$ cat src/ihf_pkg.sv
package ihf_pkg;

  typedef struct packed {
    logic [7:0] data_byte;
    logic       last_byte;
  } ihf_in_t;

  typedef struct packed {
    logic [3:0]  verdict;
    logic [7:0]  protocol;
    logic [31:0] source_address;
    logic [31:0] destination_address;
    logic [5:0]  header_bytes;
    logic [15:0] payload_length;
  } ihf_out_t;

  localparam logic [3:0] VERDICT_ICMP     = 4'd0;
  localparam logic [3:0] VERDICT_UDP      = 4'd1;
  localparam logic [3:0] VERDICT_TCP      = 4'd2;
  localparam logic [3:0] VERDICT_UNKNOWN  = 4'd3;
  localparam logic [3:0] VERDICT_SHORT    = 4'd4;
  localparam logic [3:0] VERDICT_VERSION  = 4'd5;
  localparam logic [3:0] VERDICT_LENGTH   = 4'd6;
  localparam logic [3:0] VERDICT_CHECKSUM = 4'd7;
  localparam logic [3:0] VERDICT_NOT_OURS = 4'd8;

  localparam logic [15:0] MIN_HEADER     = 16'd20;
  localparam logic [15:0] COUNT_MAX      = 16'hffff;
  localparam logic [15:0] SUM_GOOD       = 16'hffff;
  localparam logic [3:0]  VERSION_IPV4   = 4'd4;
  localparam logic [31:0] ADDR_BROADCAST = 32'hffffffff;
  localparam logic [31:0] ADDR_LOOPBACK  = 32'h7f000001;
  localparam logic [7:0]  PROTO_ICMP     = 8'd1;
  localparam logic [7:0]  PROTO_UDP      = 8'd17;
  localparam logic [7:0]  PROTO_TCP      = 8'd6;

  localparam logic [15:0] POS_VERSION    = 16'd0;
  localparam logic [15:0] POS_LENGTH_HI  = 16'd2;
  localparam logic [15:0] POS_LENGTH_LO  = 16'd3;
  localparam logic [15:0] POS_PROTOCOL   = 16'd9;
  localparam logic [15:0] POS_SOURCE     = 16'd12;
  localparam logic [15:0] POS_DEST       = 16'd16;
  localparam logic [15:0] POS_DEST_END   = 16'd19;

endpackage

$ cat src/ihf_in_stage.sv
module ihf_in_stage (
  input  logic             clk,
  input  logic             rst,
  input  logic             in_valid,
  output logic             in_stall,
  input  ihf_pkg::ihf_in_t in_word,
  input  logic             take,
  output logic             held_valid,
  output ihf_pkg::ihf_in_t held_word
);
  import ihf_pkg::*;

  assign in_stall = held_valid && !take;

  always_ff @(posedge clk) begin
    if (rst) begin
      held_valid <= 1'b0;
    end else if (in_valid && !in_stall) begin
      held_valid <= 1'b1;
    end else if (take) begin
      held_valid <= 1'b0;
    end
  end

  always_ff @(posedge clk) begin
    if (in_valid && !in_stall) begin
      held_word <= in_word;
    end
  end

endmodule

$ cat src/ihf_parser.sv
module ihf_parser (
  input  logic              clk,
  input  logic              rst,
  input  logic [31:0]       local_address,
  input  logic              byte_valid,
  input  ihf_pkg::ihf_in_t  byte_word,
  input  logic              out_free,
  output logic              take,
  output logic              result_load,
  output ihf_pkg::ihf_out_t result_word
);
  import ihf_pkg::*;

  logic [15:0] byte_count;
  logic [5:0]  header_length;
  logic [3:0]  version_field;
  logic [15:0] total_length;
  logic [15:0] sum_accumulator;
  logic [7:0]  pending_high_byte;
  logic [7:0]  captured_protocol;
  logic [31:0] captured_source;
  logic [31:0] captured_destination;

  logic [15:0] byte_count_next;
  logic [5:0]  header_length_next;
  logic [3:0]  version_field_next;
  logic [15:0] total_length_next;
  logic [15:0] sum_accumulator_next;
  logic [7:0]  pending_high_byte_next;
  logic [7:0]  captured_protocol_next;
  logic [31:0] captured_source_next;
  logic [31:0] captured_destination_next;

  logic [7:0]  b;
  logic [16:0] sum_raw;
  logic [15:0] hl_wide;
  logic        dest_ok;
  logic [3:0]  verdict;

  assign b = byte_word.data_byte;
  assign take = byte_valid && (!byte_word.last_byte || out_free);
  assign result_load = take && byte_word.last_byte;

  always_comb begin
    version_field_next        = version_field;
    header_length_next        = header_length;
    total_length_next         = total_length;
    captured_protocol_next    = captured_protocol;
    captured_source_next      = captured_source;
    captured_destination_next = captured_destination;
    pending_high_byte_next    = pending_high_byte;
    sum_accumulator_next      = sum_accumulator;
    sum_raw = {1'b0, sum_accumulator} + {1'b0, pending_high_byte, b};

    if (byte_count == POS_VERSION) begin
      version_field_next = b[7:4];
      header_length_next = {b[3:0], 2'b00};
    end else if (byte_count == POS_LENGTH_HI) begin
      total_length_next = {b, total_length[7:0]};
    end else if (byte_count == POS_LENGTH_LO) begin
      total_length_next = {total_length[15:8], b};
    end else if (byte_count == POS_PROTOCOL) begin
      captured_protocol_next = b;
    end else if (byte_count >= POS_SOURCE && byte_count < POS_DEST) begin
      captured_source_next = {captured_source[23:0], b};
    end else if (byte_count >= POS_DEST && byte_count <= POS_DEST_END) begin
      captured_destination_next = {captured_destination[23:0], b};
    end

    // header words only, end-around carry
    if (byte_count < {10'd0, header_length_next}) begin
      if (!byte_count[0]) begin
        pending_high_byte_next = b;
      end else begin
        sum_accumulator_next = sum_raw[15:0] + {15'd0, sum_raw[16]};
      end
    end

    byte_count_next = (byte_count != COUNT_MAX) ? byte_count + 16'd1 : byte_count;
  end

  assign hl_wide = {10'd0, header_length_next};
  assign dest_ok = (captured_destination_next == local_address) ||
                   (captured_destination_next == ADDR_BROADCAST) ||
                   (captured_destination_next == ADDR_LOOPBACK);

  always_comb begin
    if (byte_count_next < MIN_HEADER) begin
      verdict = VERDICT_SHORT;
    end else if (version_field_next != VERSION_IPV4) begin
      verdict = VERDICT_VERSION;
    end else if (hl_wide < MIN_HEADER || hl_wide > byte_count_next ||
                 total_length_next > byte_count_next || total_length_next < hl_wide) begin
      verdict = VERDICT_LENGTH;
    end else if (sum_accumulator_next != SUM_GOOD) begin
      verdict = VERDICT_CHECKSUM;
    end else if (!dest_ok) begin
      verdict = VERDICT_NOT_OURS;
    end else begin
      case (captured_protocol_next)
        PROTO_ICMP: verdict = VERDICT_ICMP;
        PROTO_UDP:  verdict = VERDICT_UDP;
        PROTO_TCP:  verdict = VERDICT_TCP;
        default:    verdict = VERDICT_UNKNOWN;
      endcase
    end
  end

  always_comb begin
    result_word.verdict             = verdict;
    result_word.protocol            = captured_protocol_next;
    result_word.source_address      = captured_source_next;
    result_word.destination_address = captured_destination_next;
    result_word.header_bytes        = header_length_next;
    result_word.payload_length      = (verdict <= VERDICT_UNKNOWN) ?
                                      total_length_next - hl_wide : 16'd0;
  end

  always_ff @(posedge clk) begin
    if (rst || result_load) begin
      byte_count           <= '0;
      header_length        <= '0;
      version_field        <= '0;
      total_length         <= '0;
      sum_accumulator      <= '0;
      pending_high_byte    <= '0;
      captured_protocol    <= '0;
      captured_source      <= '0;
      captured_destination <= '0;
    end else if (take) begin
      byte_count           <= byte_count_next;
      header_length        <= header_length_next;
      version_field        <= version_field_next;
      total_length         <= total_length_next;
      sum_accumulator      <= sum_accumulator_next;
      pending_high_byte    <= pending_high_byte_next;
      captured_protocol    <= captured_protocol_next;
      captured_source      <= captured_source_next;
      captured_destination <= captured_destination_next;
    end
  end

  a_clear_after_last: assert property (@(posedge clk) disable iff (rst)
    result_load |=> (byte_count == 16'd0 && sum_accumulator == 16'd0))
    else $error("packet state not cleared after last word");

  a_count_saturates: assert property (@(posedge clk) disable iff (rst)
    (take && !byte_word.last_byte && byte_count == COUNT_MAX) |=> (byte_count == COUNT_MAX))
    else $error("byte count wrapped");

  a_header_aligned: assert property (@(posedge clk) disable iff (rst)
    header_length[1:0] == 2'b00)
    else $error("header length not a multiple of four");

  a_reject_no_payload: assert property (@(posedge clk) disable iff (rst)
    (result_load && verdict > VERDICT_UNKNOWN) |-> (result_word.payload_length == 16'd0))
    else $error("payload length on a reject verdict");

endmodule

$ cat src/ihf_out_stage.sv
module ihf_out_stage (
  input  logic              clk,
  input  logic              rst,
  input  logic              load,
  input  ihf_pkg::ihf_out_t load_word,
  output logic              free,
  output logic              out_valid,
  input  logic              out_stall,
  output ihf_pkg::ihf_out_t out_word
);
  import ihf_pkg::*;

  assign free = !out_valid || !out_stall;

  always_ff @(posedge clk) begin
    if (rst) begin
      out_valid <= 1'b0;
    end else if (load) begin
      out_valid <= 1'b1;
    end else if (!out_stall) begin
      out_valid <= 1'b0;
    end
  end

  always_ff @(posedge clk) begin
    if (load) begin
      out_word <= load_word;
    end
  end

endmodule

$ cat src/ipv4_receive_header_filter.sv
// ipv4 receive header filter
// in_word carries one packet byte per word, header first, last_byte set on
// the final byte. a word is taken at a clock edge with in_valid high and
// in_stall low. one verdict word leaves on out_word per packet, under the
// same valid/stall rule, once the last byte has passed the input register.
// bytes flow at one per cycle while in_stall is low: an input register holds
// the byte, the parser updates its packet state and forms the verdict in the
// same cycle, and the result register holds the verdict. non-last bytes
// keep flowing while a verdict waits in the result register; a last byte
// waits in the input register until the result register is free, and
// in_stall rises when the input register is full and cannot move on.
// cfg_wr_en/cfg_wr_data set the local address; write it only while idle.
// rst clears the local address, the packet state and both valid flags.
module ipv4_receive_header_filter (
  input  logic              clk,
  input  logic              rst,
  input  logic              in_valid,
  output logic              in_stall,
  input  ihf_pkg::ihf_in_t  in_word,
  output logic              out_valid,
  input  logic              out_stall,
  output ihf_pkg::ihf_out_t out_word,
  input  logic              cfg_wr_en,
  input  logic [31:0]       cfg_wr_data
);
  import ihf_pkg::*;

  logic [31:0] local_address;
  logic        take;
  logic        held_valid;
  ihf_in_t     held_word;
  logic        out_free;
  logic        result_load;
  ihf_out_t    result_word;

  always_ff @(posedge clk) begin
    if (rst) begin
      local_address <= '0;
    end else if (cfg_wr_en) begin
      local_address <= cfg_wr_data;
    end
  end

  ihf_in_stage u_in (
    .clk        (clk),
    .rst        (rst),
    .in_valid   (in_valid),
    .in_stall   (in_stall),
    .in_word    (in_word),
    .take       (take),
    .held_valid (held_valid),
    .held_word  (held_word)
  );

  ihf_parser u_parser (
    .clk           (clk),
    .rst           (rst),
    .local_address (local_address),
    .byte_valid    (held_valid),
    .byte_word     (held_word),
    .out_free      (out_free),
    .take          (take),
    .result_load   (result_load),
    .result_word   (result_word)
  );

  ihf_out_stage u_out (
    .clk       (clk),
    .rst       (rst),
    .load      (result_load),
    .load_word (result_word),
    .free      (out_free),
    .out_valid (out_valid),
    .out_stall (out_stall),
    .out_word  (out_word)
  );

endmodule
$ cat config.mk
export PLATFORM = sky130hd
export DESIGN_NAME = ipv4_receive_header_filter
export DESIGN_NICKNAME = d
export VERILOG_FILES = /design/src/ihf_pkg.sv /design/src/ihf_in_stage.sv /design/src/ihf_parser.sv /design/src/ihf_out_stage.sv /design/src/ipv4_receive_header_filter.sv
export SDC_FILE = /design/constraint.sdc
export NUM_CORES = 1
export LEC_CHECK = 0
export ABC_AREA = 1
export BUFFER_PORTS_ARGS = -buffer_cell sky130_fd_sc_hd__buf_4
export CORE_UTILIZATION = 54
export DETAILED_ROUTE_END_ITERATION = 8
export PLACE_DENSITY = 0.77
export SLEW_MARGIN = 20
export SYNTH_ARGS = -nofsm -noshare
export SYNTH_HDL_FRONTEND = slang
export SYNTH_SLANG_ARGS = --single-unit
export TNS_END_PERCENT = 30
$ cat constraint.sdc
create_clock -name clk -period 4.05 [get_ports clk]
set_clock_uncertainty 0.1 [all_clocks]
set_input_delay 0.2025 -clock clk [delete_from_list [all_inputs] [get_ports clk]]
set_output_delay 0.2025 -clock clk [all_outputs]
set_load 0.02 [all_outputs]
==> results of run 1 <==
-- flip-flops by register name, summed over array words and instances, names as in the netlist --
name,flops
u_out.out_word,98
local_address,32
u_parser.captured_destination,32
u_parser.captured_source,32
u_parser.byte_count,16
u_parser.sum_accumulator,16
u_parser.total_length,16
u_in.held_word,9
u_parser.captured_protocol,8
u_parser.pending_high_byte,8
u_parser.header_length,6
u_parser.version_field,4
u_in.held_valid,1
u_out.out_valid,1
-- power groups by stage --
stage | combinational (mW) | sequential, mW | clock (mW)
floorplan | 0.845 | 3.21 | 0
global placement | 1.24 | 3.19 | 0
detailed placement | 1.28 | 3.19 | 0
CTS | 1.37 | 3.13 | 2.80
global route | 1.56 | 3.15 | 2.92
finish | 1.41 | 3.14 | 2.76
-- final cells by class --
type                    count  area (µm²)
clock buffers              41       873.3
clock inverters            13       132.6
fillers                  2135        8000
inverters                 325        1222
multi-input cells        1302        7073
flip-flops and latches    279        6659
well taps                 372       465.4
repair buffers            342        2750
-- layout by cell type, fill, tap and decap left out, types with 12 or more instances in the layout --
cell / count
sky130_fd_sc_hd__nand3_2: 12
sky130_fd_sc_hd__nor2_2: 15
sky130_fd_sc_hd__edfxtp_1: 107
sky130_fd_sc_hd__dlygate4sd3_1: 52
sky130_fd_sc_hd__o21ai_1: 38
sky130_fd_sc_hd__xor2_1: 22
sky130_fd_sc_hd__o211ai_1: 18
sky130_fd_sc_hd__a21oi_1: 119
sky130_fd_sc_hd__ha_1: 50
sky130_fd_sc_hd__nand2_2: 19
sky130_fd_sc_hd__o21ai_2: 13
sky130_fd_sc_hd__xnor2_1: 27
sky130_fd_sc_hd__inv_1: 312
sky130_fd_sc_hd__o21ai_0: 204
sky130_fd_sc_hd__clkbuf_16: 31
sky130_fd_sc_hd__nand4_1: 29
sky130_fd_sc_hd__buf_4: 285
sky130_fd_sc_hd__nor3_1: 19
sky130_fd_sc_hd__dfxtp_1: 170
sky130_fd_sc_hd__nand3_1: 64
sky130_fd_sc_hd__nor2_4: 18
sky130_fd_sc_hd__nand2_1: 358
sky130_fd_sc_hd__nor2_1: 214
-- logic make-up (layout without fill, tap and decap cells) --
group / Yosys count / count (layout) / share of synthesized area
AO/OA/AOI/OAI: 415 / 415 / 0.1492
XOR/XNOR: 50 / 50 / 0.02911
adder cells (fa/ha/maj): 57 / 57 / 0.04841
buffers and inverters: 397 / 721 / 0.1021
flip-flops: 279 / 279 / 0.4425
AND/OR/NAND/NOR: 780 / 780 / 0.2286
-- metrics by stage --
| stage | setup slack, ns | hold slack [ns] |
|---|---|---|
| after detailed placement | -0.2868 | 0.2758 |
| after global placement | -0.1254 | 0.2705 |
| final | -0.2816 | 0.01119 |
| after floorplan | 0.03966 | 0.1716 |
| after CTS | -0.09233 | 0.001693 |
| after global routing | -0.5453 | 0.01761 |
-- path summary, 6_finish.rpt --
check,start,to,cells after the start
hold reg to reg,u_parser.header_length[1],u_parser.header_length[1],2
setup / recovery,u_in.held_word[1],u_out.out_word[0],29
hold / removal,cfg_wr_en,local_address[28],3
setup reg to reg,u_in.held_word[1],u_out.out_word[0],29
-- per-layer routing --
layer | up-vias | share of wire
met3 | 99 | 0.064
met1 | 6572 | 0.42
met4 | 0 | 0.035
met2 | 488 | 0.48
li1 | 7013 | -
met5 | - | 0
-- critical path: cells and delay by family, from the launching register on --
kind,cells,cell delay [ns]
adders and majority gates,4,0.93
and+or+nand+nor,18,2.02
buffers and inverters,4,0.36
AOI/OAI and AO/OA,3,0.39
DFF,1,0.37
-- timing repair --
item / in CTS / in global routing
buffers inserted: 41 / 6
setup endpoints to repair: 20 / 22
cloned: 1 / 0
pin swaps: 22 / 25
hold endpoints to repair: 43 / 0
hold buffers: 52 / 0
gates resized for setup: 48 / 18
-- cells in the mapped netlist (all sizes together) --
library cell,number
nand2,382
inv,324
o21ai,256
nor2,249
dfxtp,172
a21oi,121
edfxtp,107
nand3,78
clkbuf,58
ha,55
nand4,31
xnor2,27
xor2,23
nor3,22
o211ai,18
buf,14
or2,8
a211oi,6
nor4,4
a31oi,3
nand3b,3
o21bai,3
fa,2
a21bo,1
a21o,1
and2,1
and3,1
clkinv,1
o2111ai,1
o21a,1
o221a,1
o221ai,1
o22ai,1
o31ai,1
or4,1
==> metrics, run 1 <==
net switching power figure 2.078 mW; row count 60; Diodes inserted 0; met1 usage in global routing 0.3614; Req. time, crit path 4.38 ns; setup_tns -4.673 ns; switching part of the total 0.2843; Util after Layout 0.7056; logic gate share of total power 0.192; class of the most critical hold timing path input port to flip-flop; Crit. End Element flip-flop; total power divided by cell area roughly 380 nW/µm²; syn avg cell area 7.605 µm²; Die H about 170 µm; post-route antenna net violation count 0; clock-pin slew on the worst setup and hold paths 0.06 ns; area of the die roughly 29000 µm²; Int Pwr 5.230 mW; Max VDD drop 0.0003175 V; DRC violations left 0; placer's final routability congestion estimate 0.9238; worst path setup slack after routing -0.2816 ns; routed len/inst 15.42 µm; Cells after Synth 1978; post-route cell area 19180 µm²; clk buf depth 3; area share of the largest cell type after synthesis 0.2289; cell taking the most area after synthesis sky130_fd_sc_hd__dfxtp_1; estimated wirelength of the detail-placed design 28150 µm; vias per cell roughly 5.3; remaining global-route overflow 0; Max FO, Critical Path 8; met3 capacity usage during global routing 0.04045; fraction of final layout cells with drive strength greater than 1 0.2003; most used routing layer met2; critical path startpoint category flip-flop; insertion delay of the later-clocked pin in the worst-skew pair 0.57 ns; placed instance count around 2500; top area cells in the synthesized netlist sky130_fd_sc_hd__dfxtp_1, sky130_fd_sc_hd__edfxtp_1, sky130_fd_sc_hd__nand2_1, sky130_fd_sc_hd__inv_1, sky130_fd_sc_hd__o21ai_0; Total Power Consumption 7.308 mW; Top Ports 146; relative area change from synthesis to final layout 27.48%; vias post-DR 14170; run status complete, but fails checks; clock root buffer sky130_fd_sc_hd__clkbuf_16; critical path's largest stage delay 0.37 ns; Most Frequent Cell on Critical Path sky130_fd_sc_hd__nand2_2; H-tree depth 1; Pre-Repair DR Iteration Count 5; kind of critical path flip-flop to flip-flop; post-detailed-routing wire length between 40000 and 50000 µm; Synth Register Bits 279; clock network power share 0.378; LEAKAGE 8.982 nW; post-synthesis instance area 15040 µm²; library cells used by synthesis 58; initial antenna violation count 0; post-detailed-placement cell area 17070 µm²; violated checks setup timing; Worst slew margin 0.2586; slew at the pin closest to its max-slew limit between 1 and 1.5 ns; number of max-slew violations in the final report 0; total of buffers placed on input and output ports 145; syn_nets 2081; Fin. Hold Viols 0; met2 Resource Use GR 0.4957; Synth warnings 0; overall fraction of global-route tracks in use 0.2866; Period Utilization, post-route 1.070; Worst Path Arrival 4.66 ns; vias in the first global route 13430; clk sinks about 280; register share of total power 0.429; MaxCap Viol Count 0; CTS tree yes; Setup Viol. Count Final 20; share of the yosys chip area belonging to registers 0.4425; Crit-path slowest cell sky130_fd_sc_hd__edfxtp_1; Final #Nets 2382; cts bufs inserted 29; wire length of the first global-routing pass approximately 66000 µm; Die X roughly 170 µm; maximum number of pins on one net before global-route repair 82; Initial Util 0.5535; setup repair after global routing missed its margin yes; Peak Freq between 0.2 and 0.25 GHz; final non-filler cell total 2674; detailed router's first-iteration violation count 930; worst reg-to-reg setup slack -0.28 ns; Core Area ~27000 µm²; time the final worst path needs with I/O delays and setup 4.332 ns
(Power assumes the default switching activity.)
==> inputs of run 2 (changes only) <==
Settings changed: CORE_MARGIN set to 2, GPL_ROUTABILITY_DRIVEN set to 0.
==> run 2 against run 1 <==
  * The flow still finishes with violations (setup timing)
  * Worst hold slack better by 0.010 ns
  * Sequential cell count stayed put
  * Non-clock buffer count is 27 lower
  * Global-route usage is 1.3 points lower
  * Sequential power hardly changed
  * Worst setup slack worse by 0.044 ns
  * First-iteration DRC count is 56% higher
  * Power is 1.0% higher
  * Clock-buffer cell count is 6 lower
==> metrics, run 2 (synthesized netlist as in run 1, its figures left out) <==
beginning of the worst register-to-register path u_in.held_word[1]; detailed router's first-iteration violation count roughly 1400; post-detailed-routing wire length 41000 µm; critical path's largest stage delay 0.40 ns; slew at the pin closest to its max-slew limit 1.011 ns; clk sinks 279; post-route cell area 18990 µm²; start point of the worst min-delay path cfg_wr_en; max FFs per register 98; MaxCap Viol Count 0; DRC violations left 0; Total Power Consumption 7.381 mW; clk buf depth 3; number of cells on the worst hold path 3; Worst Reg2Reg Path Length in Cells 29; commonest non-fill, non-tap cell in the layout sky130_fd_sc_hd__nand2_1; Fin. Hold Viols 0; hold slack between 0.02 and 0.025 ns; fraction of final layout cells with drive strength greater than 1 0.1913; area occupied by registers around 6700 µm²; number of max-slew violations in the final report 0; Worst slew margin 0.3260; Initial Util 0.5444; Crit-path slowest cell sky130_fd_sc_hd__edfxtp_1; row count 61; setup_tns -5.825 ns; estimated wirelength of the detail-placed design 27450 µm; Worst Path Arrival approximately 4.7 ns; Req. time, crit path 4.38 ns; register share of total power 0.425; worst reg-to-reg setup slack -0.33 ns; Max FO, Critical Path 5; violated checks setup timing; Diodes inserted 0; clock-pin slew on the worst setup and hold paths 0.06 ns; clock network power share 0.386; WHS Endpoint local_address[10]; Most Frequent Cell on Critical Path sky130_fd_sc_hd__buf_4; Util after Layout 0.6873; Final #Nets 2355; Setup Viol. Count Final 21; Period Utilization, post-route 1.080; CTS tree yes; setup repair after global routing missed its margin yes; placed instance count between 2000 and 3000; vias post-DR 14130; post-route antenna net violation count 0; routed len/inst ~15 µm; area of the die 29210 µm²; total of buffers placed on input and output ports 145; class of the most critical hold timing path input port to flip-flop; worst slack at placement -0.4034 ns; worst path setup slack after routing -0.3255 ns; Max VDD drop 0.0003520 V; net switching power figure 2.102 mW; final non-filler cell total around 2700; Top Ports 146; kind of critical path flip-flop to flip-flop; wire length of the first global-routing pass 64520 µm; Crit. End Element flip-flop; remaining global-route overflow 0; insertion delay of the later-clocked pin in the worst-skew pair 0.57 ns; Die H 170.9 µm; maximum number of pins on one net before global-route repair 96; vias in the first global route 13130; commonest cells after routing, fill and taps aside sky130_fd_sc_hd__nand2_1, sky130_fd_sc_hd__inv_1, sky130_fd_sc_hd__buf_4; largest register by flop count u_out.out_word; cts bufs inserted 29; critical register-to-register path endpoint u_out.out_word[5]; Filler Cell Count around 2100; critical path startpoint category flip-flop; switching part of the total 0.2848; post-detailed-placement cell area 17000 µm²; clock root buffer sky130_fd_sc_hd__clkbuf_16; relative area change from synthesis to final layout 26.24%; LEAKAGE 8.848 nW; time the final worst path needs with I/O delays and setup 4.375 ns; H-tree depth 1; Pre-Repair DR Iteration Count 5; run status complete, but fails checks; vias per cell roughly 5.3; Int Pwr between 5 and 6 mW; area of the multi-input gates 7081 µm²; overall fraction of global-route tracks in use 0.2736; initial antenna violation count 0; total power divided by cell area 388.7 nW/µm²; Die X 170.9 µm; Core Area 27630 µm²; logic gate share of total power 0.189; Peak Freq 0.2285 GHz
-- run 2: per-layer routing --
metal  routed length [µm]  global-route usage  vias up
met5                    0                   0        -
met4                 1218             0.08143        0
met3                 2794             0.04256       97
met2                19750              0.4786      497
met1                17240              0.3495     6585
li1                     -                   -     6953
-- run 2: area by class of cell --
| class | count | share of cell area |
|---|---|---|
| clock buffers | 35 | 0.04105 |
| clock inverters | 18 | 0.01258 |
| inverters | 325 | 0.06451 |
| multi-input cells | 1302 | 0.3729 |
| flip-flops and latches | 279 | 0.3505 |
| well taps | 378 | 0.02491 |
| repair buffers | 315 | 0.1336 |
-- run 2: repair_timing --
item | 4_1_cts | 5_1_grt
pin swaps | 26 | 32
endpoints found under the hold margin | 43 | 0
hold buffers | 47 | 0
cloned | 1 | 0
gates resized for setup | 38 | 30
setup endpoints to repair | 20 | 21
buffers inserted | 28 | 6
-- run 2: worst max path at each step --
stage | startpoint | endpoint | depth (start not counted)
3_5_place_dp | u_in.held_word[1] | u_out.out_word[3] | 29
6_report | u_in.held_word[1] | u_out.out_word[5] | 29
2_1_floorplan | u_in.held_word[1] | u_out.out_word[10] | 29
4_1_cts | u_in.held_word[1] | u_out.out_word[2] | 29
3_3_place_gp | u_in.held_word[1] | u_out.out_word[95] | 30
5_1_grt | u_in.held_word[1] | u_out.out_word[8] | 31
-- run 2: power groups by stage --
stage                     Clock [mW]  Sequential [mW]  Combinational [mW]
after detailed placement           0             3.19                1.26
final                           2.85             3.14                1.39
after floorplan                    0             3.21               0.845
after global routing            3.01             3.15                1.54
after CTS                       2.88             3.13                1.33
after global placement             0             3.19                1.22
-- run 2: worst max-delay path, delay by kind of cell, from the launching register on --
kind | cells | cell delay [ns]
AND/OR/NAND/NOR | 14 | 1.71
flip-flops | 1 | 0.40
buffers and inverters | 12 | 1.45
AO/OA/AOI/OAI | 1 | 0.18
adder cells (fa/ha/maj) | 2 | 0.41
==> inputs of run 3 (changes only) <==
Settings changed: SYNTH_HIERARCHICAL set to 1.
==> run 3 against run 2 <==
  * The flow still finishes with violations (setup timing)
  * Register-to-register slack improved by 0.26 ns
  * Sequential cell count unchanged
  * Power rose by 2.7%
  * Critical path type unchanged
  * Highest routed layer unchanged
==> metrics, run 3 <==
Initial Util 0.5442; number of max-slew violations in the final report 0; Util after Layout 0.6649; insertion delay of the later-clocked pin in the worst-skew pair 0.55 ns; post-synthesis instance area approximately 16000 µm²; clock-pin slew on the worst setup and hold paths 0.06 ns; critical path startpoint category flip-flop; vias per cell 5.182; syn avg cell area between 7 and 8 µm²; routed len/inst 14.74 µm; relative area change from synthesis to final layout 22.18%; Total Power Consumption 7.582 mW; detailed router's first-iteration violation count 1247; maximum number of pins on one net before global-route repair 100; register share of total power 0.422; EDFF count, synth 107; share of the yosys chip area belonging to registers 0.4285; switching part of the total 0.2984; worst slack at placement -0.1173 ns; Filler Cell Count 2309; Most Frequent Cell on Critical Path sky130_fd_sc_hd__nand2_2; Top Ports 146; post-route antenna net violation count 0; most frequent cell after synthesis sky130_fd_sc_hd__nand2_1; cts bufs inserted 29; syn_nets approximately 2200; Diodes inserted 0; max FFs per register 98; Int Pwr 5.320 mW; setup_tns -0.5973 ns; LEAKAGE 9.227 nW; slew at the pin closest to its max-slew limit 1.118 ns; Req. time, crit path ~4.4 ns; Final #Nets about 2400; time the final worst path needs with I/O delays and setup ~4 ns; Crit. End Element flip-flop; Worst slew margin 0.2540; Commonest cells post-synth sky130_fd_sc_hd__nand2_1, sky130_fd_sc_hd__inv_1, sky130_fd_sc_hd__nor2_1; net switching power figure about 2.3 mW; estimated wirelength of the detail-placed design 27630 µm; row count 62; clk buf depth 3; class of the most critical hold timing path input port to flip-flop; setup repair after global routing missed its margin yes; placed instance count 2590; Cells after Synth 2075; critical path's largest stage delay 0.39 ns; wire length of the first global-routing pass 64070 µm; Fin. Hold Viols 0; vias post-DR 14000; kind of critical path flip-flop to flip-flop; area share of the largest cell type after synthesis 0.2216; fraction of final layout cells with drive strength greater than 1 0.1852; Synth warnings 6; Peak Freq 0.2430 GHz; library cells used by synthesis 53; vias in the first global route 13160; top area cells in the synthesized netlist sky130_fd_sc_hd__dfxtp_1, sky130_fd_sc_hd__edfxtp_1, sky130_fd_sc_hd__nand2_1, sky130_fd_sc_hd__inv_1, sky130_fd_sc_hd__nor2_1; Max FO, Critical Path 8; Die X 173.6 µm; remaining global-route overflow 0; Die H 173.6 µm; area of the die between 30000 and 40000 µm²; share of synthesized flip-flops with an asynchronous set or reset 0; initial antenna violation count 0; overall fraction of global-route tracks in use 0.2581; clock network power share 0.361; DRC violations left 0; total of buffers placed on input and output ports between 100 and 150; commonest non-fill, non-tap cell in the layout sky130_fd_sc_hd__nand2_1; post-route cell area between 15000 and 20000 µm²; cell taking the most area after synthesis sky130_fd_sc_hd__dfxtp_1; violated checks setup timing; logic gate share of total power 0.216; Pre-Repair DR Iteration Count 7; Setup Viol. Count Final 16; CTS tree yes; Core Area 28550 µm²; commonest cells after routing, fill and taps aside sky130_fd_sc_hd__nand2_1, sky130_fd_sc_hd__inv_1, sky130_fd_sc_hd__nor2_1; Period Utilization, post-route 1.016; Crit-path slowest cell sky130_fd_sc_hd__fa_2; run status complete, but fails checks; MaxCap Viol Count 0; total power divided by cell area roughly 400 nW/µm²; post-detailed-placement cell area 17220 µm²; Top FF cell, synth sky130_fd_sc_hd__dfxtp_1; worst path setup slack after routing -0.06584 ns; Max VDD drop 0.0003349 V; Worst Path Arrival around 4.4 ns; post-detailed-routing wire length 39800 µm; clock root buffer sky130_fd_sc_hd__clkbuf_16; largest register by flop count u_out/out_word; final non-filler cell total 2701; Synth Register Bits 279; hold slack around 0.10 ns; H-tree depth 1; clk sinks 279
[run 3: cell types whose count changed after synthesis, sizes merged, moves of 15 or more]
cell / before / now
o21ai: 256 / 222
nor2: 249 / 267
nand2: 382 / 471
a21oi: 121 / 104
inv: 324 / 374
buf: 14 / 29
[run 3: layout make-up]
class	count	area [µm²]	share of cell area
multi-input cells	1344	7281	0.3836
flip-flops and latches	279	6658	0.3508
repair buffers	265	2172	0.1144
inverters	376	1414	0.07449
clock buffers	37	785.8	0.04140
well taps	384	480.5	0.02531
clock inverters	16	190.2	0.01002
[run 3: kinds of logic (layout without fill, tap and decap cells)]
kind of cell / after synthesis / count (layout) / share of synthesized area
AOI/OAI and AO/OA: 367 / 367 / 0.1332
DFF: 279 / 279 / 0.4285
and+or+nand+nor: 868 / 868 / 0.2448
xor gates and xnor gates: 52 / 52 / 0.02980
adders and majority gates: 57 / 57 / 0.04688
buffers and inverters: 452 / 694 / 0.1169
[run 3: routing by layer]
metal	share of wire	track usage	vias up	routed length [µm]
met5	0	0	-	0
li1	-	-	7031	-
met2	0.47	0.4373	538	18710
met4	0.031	0.09034	0	1231
met1	0.43	0.3394	6334	16990
met3	0.072	0.03640	93	2879
[run 3: power groups by stage]
stage                     Combinational, mW  Sequential, mW  Clock, mW
final                                  1.64            3.20       2.74
after global routing                   1.82            3.22       2.89
after CTS                              1.60            3.20       2.77
after detailed placement               1.54            3.26          0
after global placement                 1.49            3.25          0
after floorplan                        1.04            3.30          0
[run 3: timing repair]
item,in CTS,in global routing
setup endpoints to repair,17,20
endpoints found under the hold margin,44,0
gates resized for setup,17,40
pin swaps,14,22
buffers inserted,9,3
hold buffers,44,0
gates cloned,1,0
[run 3: critical path, delay by kind of cell, from the launching register on]
family          cells  cell delay (ns)
fa+ha+maj           4             0.97
compound gates      2             0.22
simple gates       20             1.81
flops               1             0.36
buf+inv             6             0.49
[run 3: worst paths after layout]
kind                             start                        end  slack (ns)  cells after the start
max                  u_in/held_word[1]          u_out/out_word[5]       -0.07                     32
min                          cfg_wr_en          local_address[10]        0.10                      3
max reg2reg          u_in/held_word[1]          u_out/out_word[5]       -0.07                     32
min reg2reg  u_parser/header_length[1]  u_parser/header_length[1]        0.37                      2
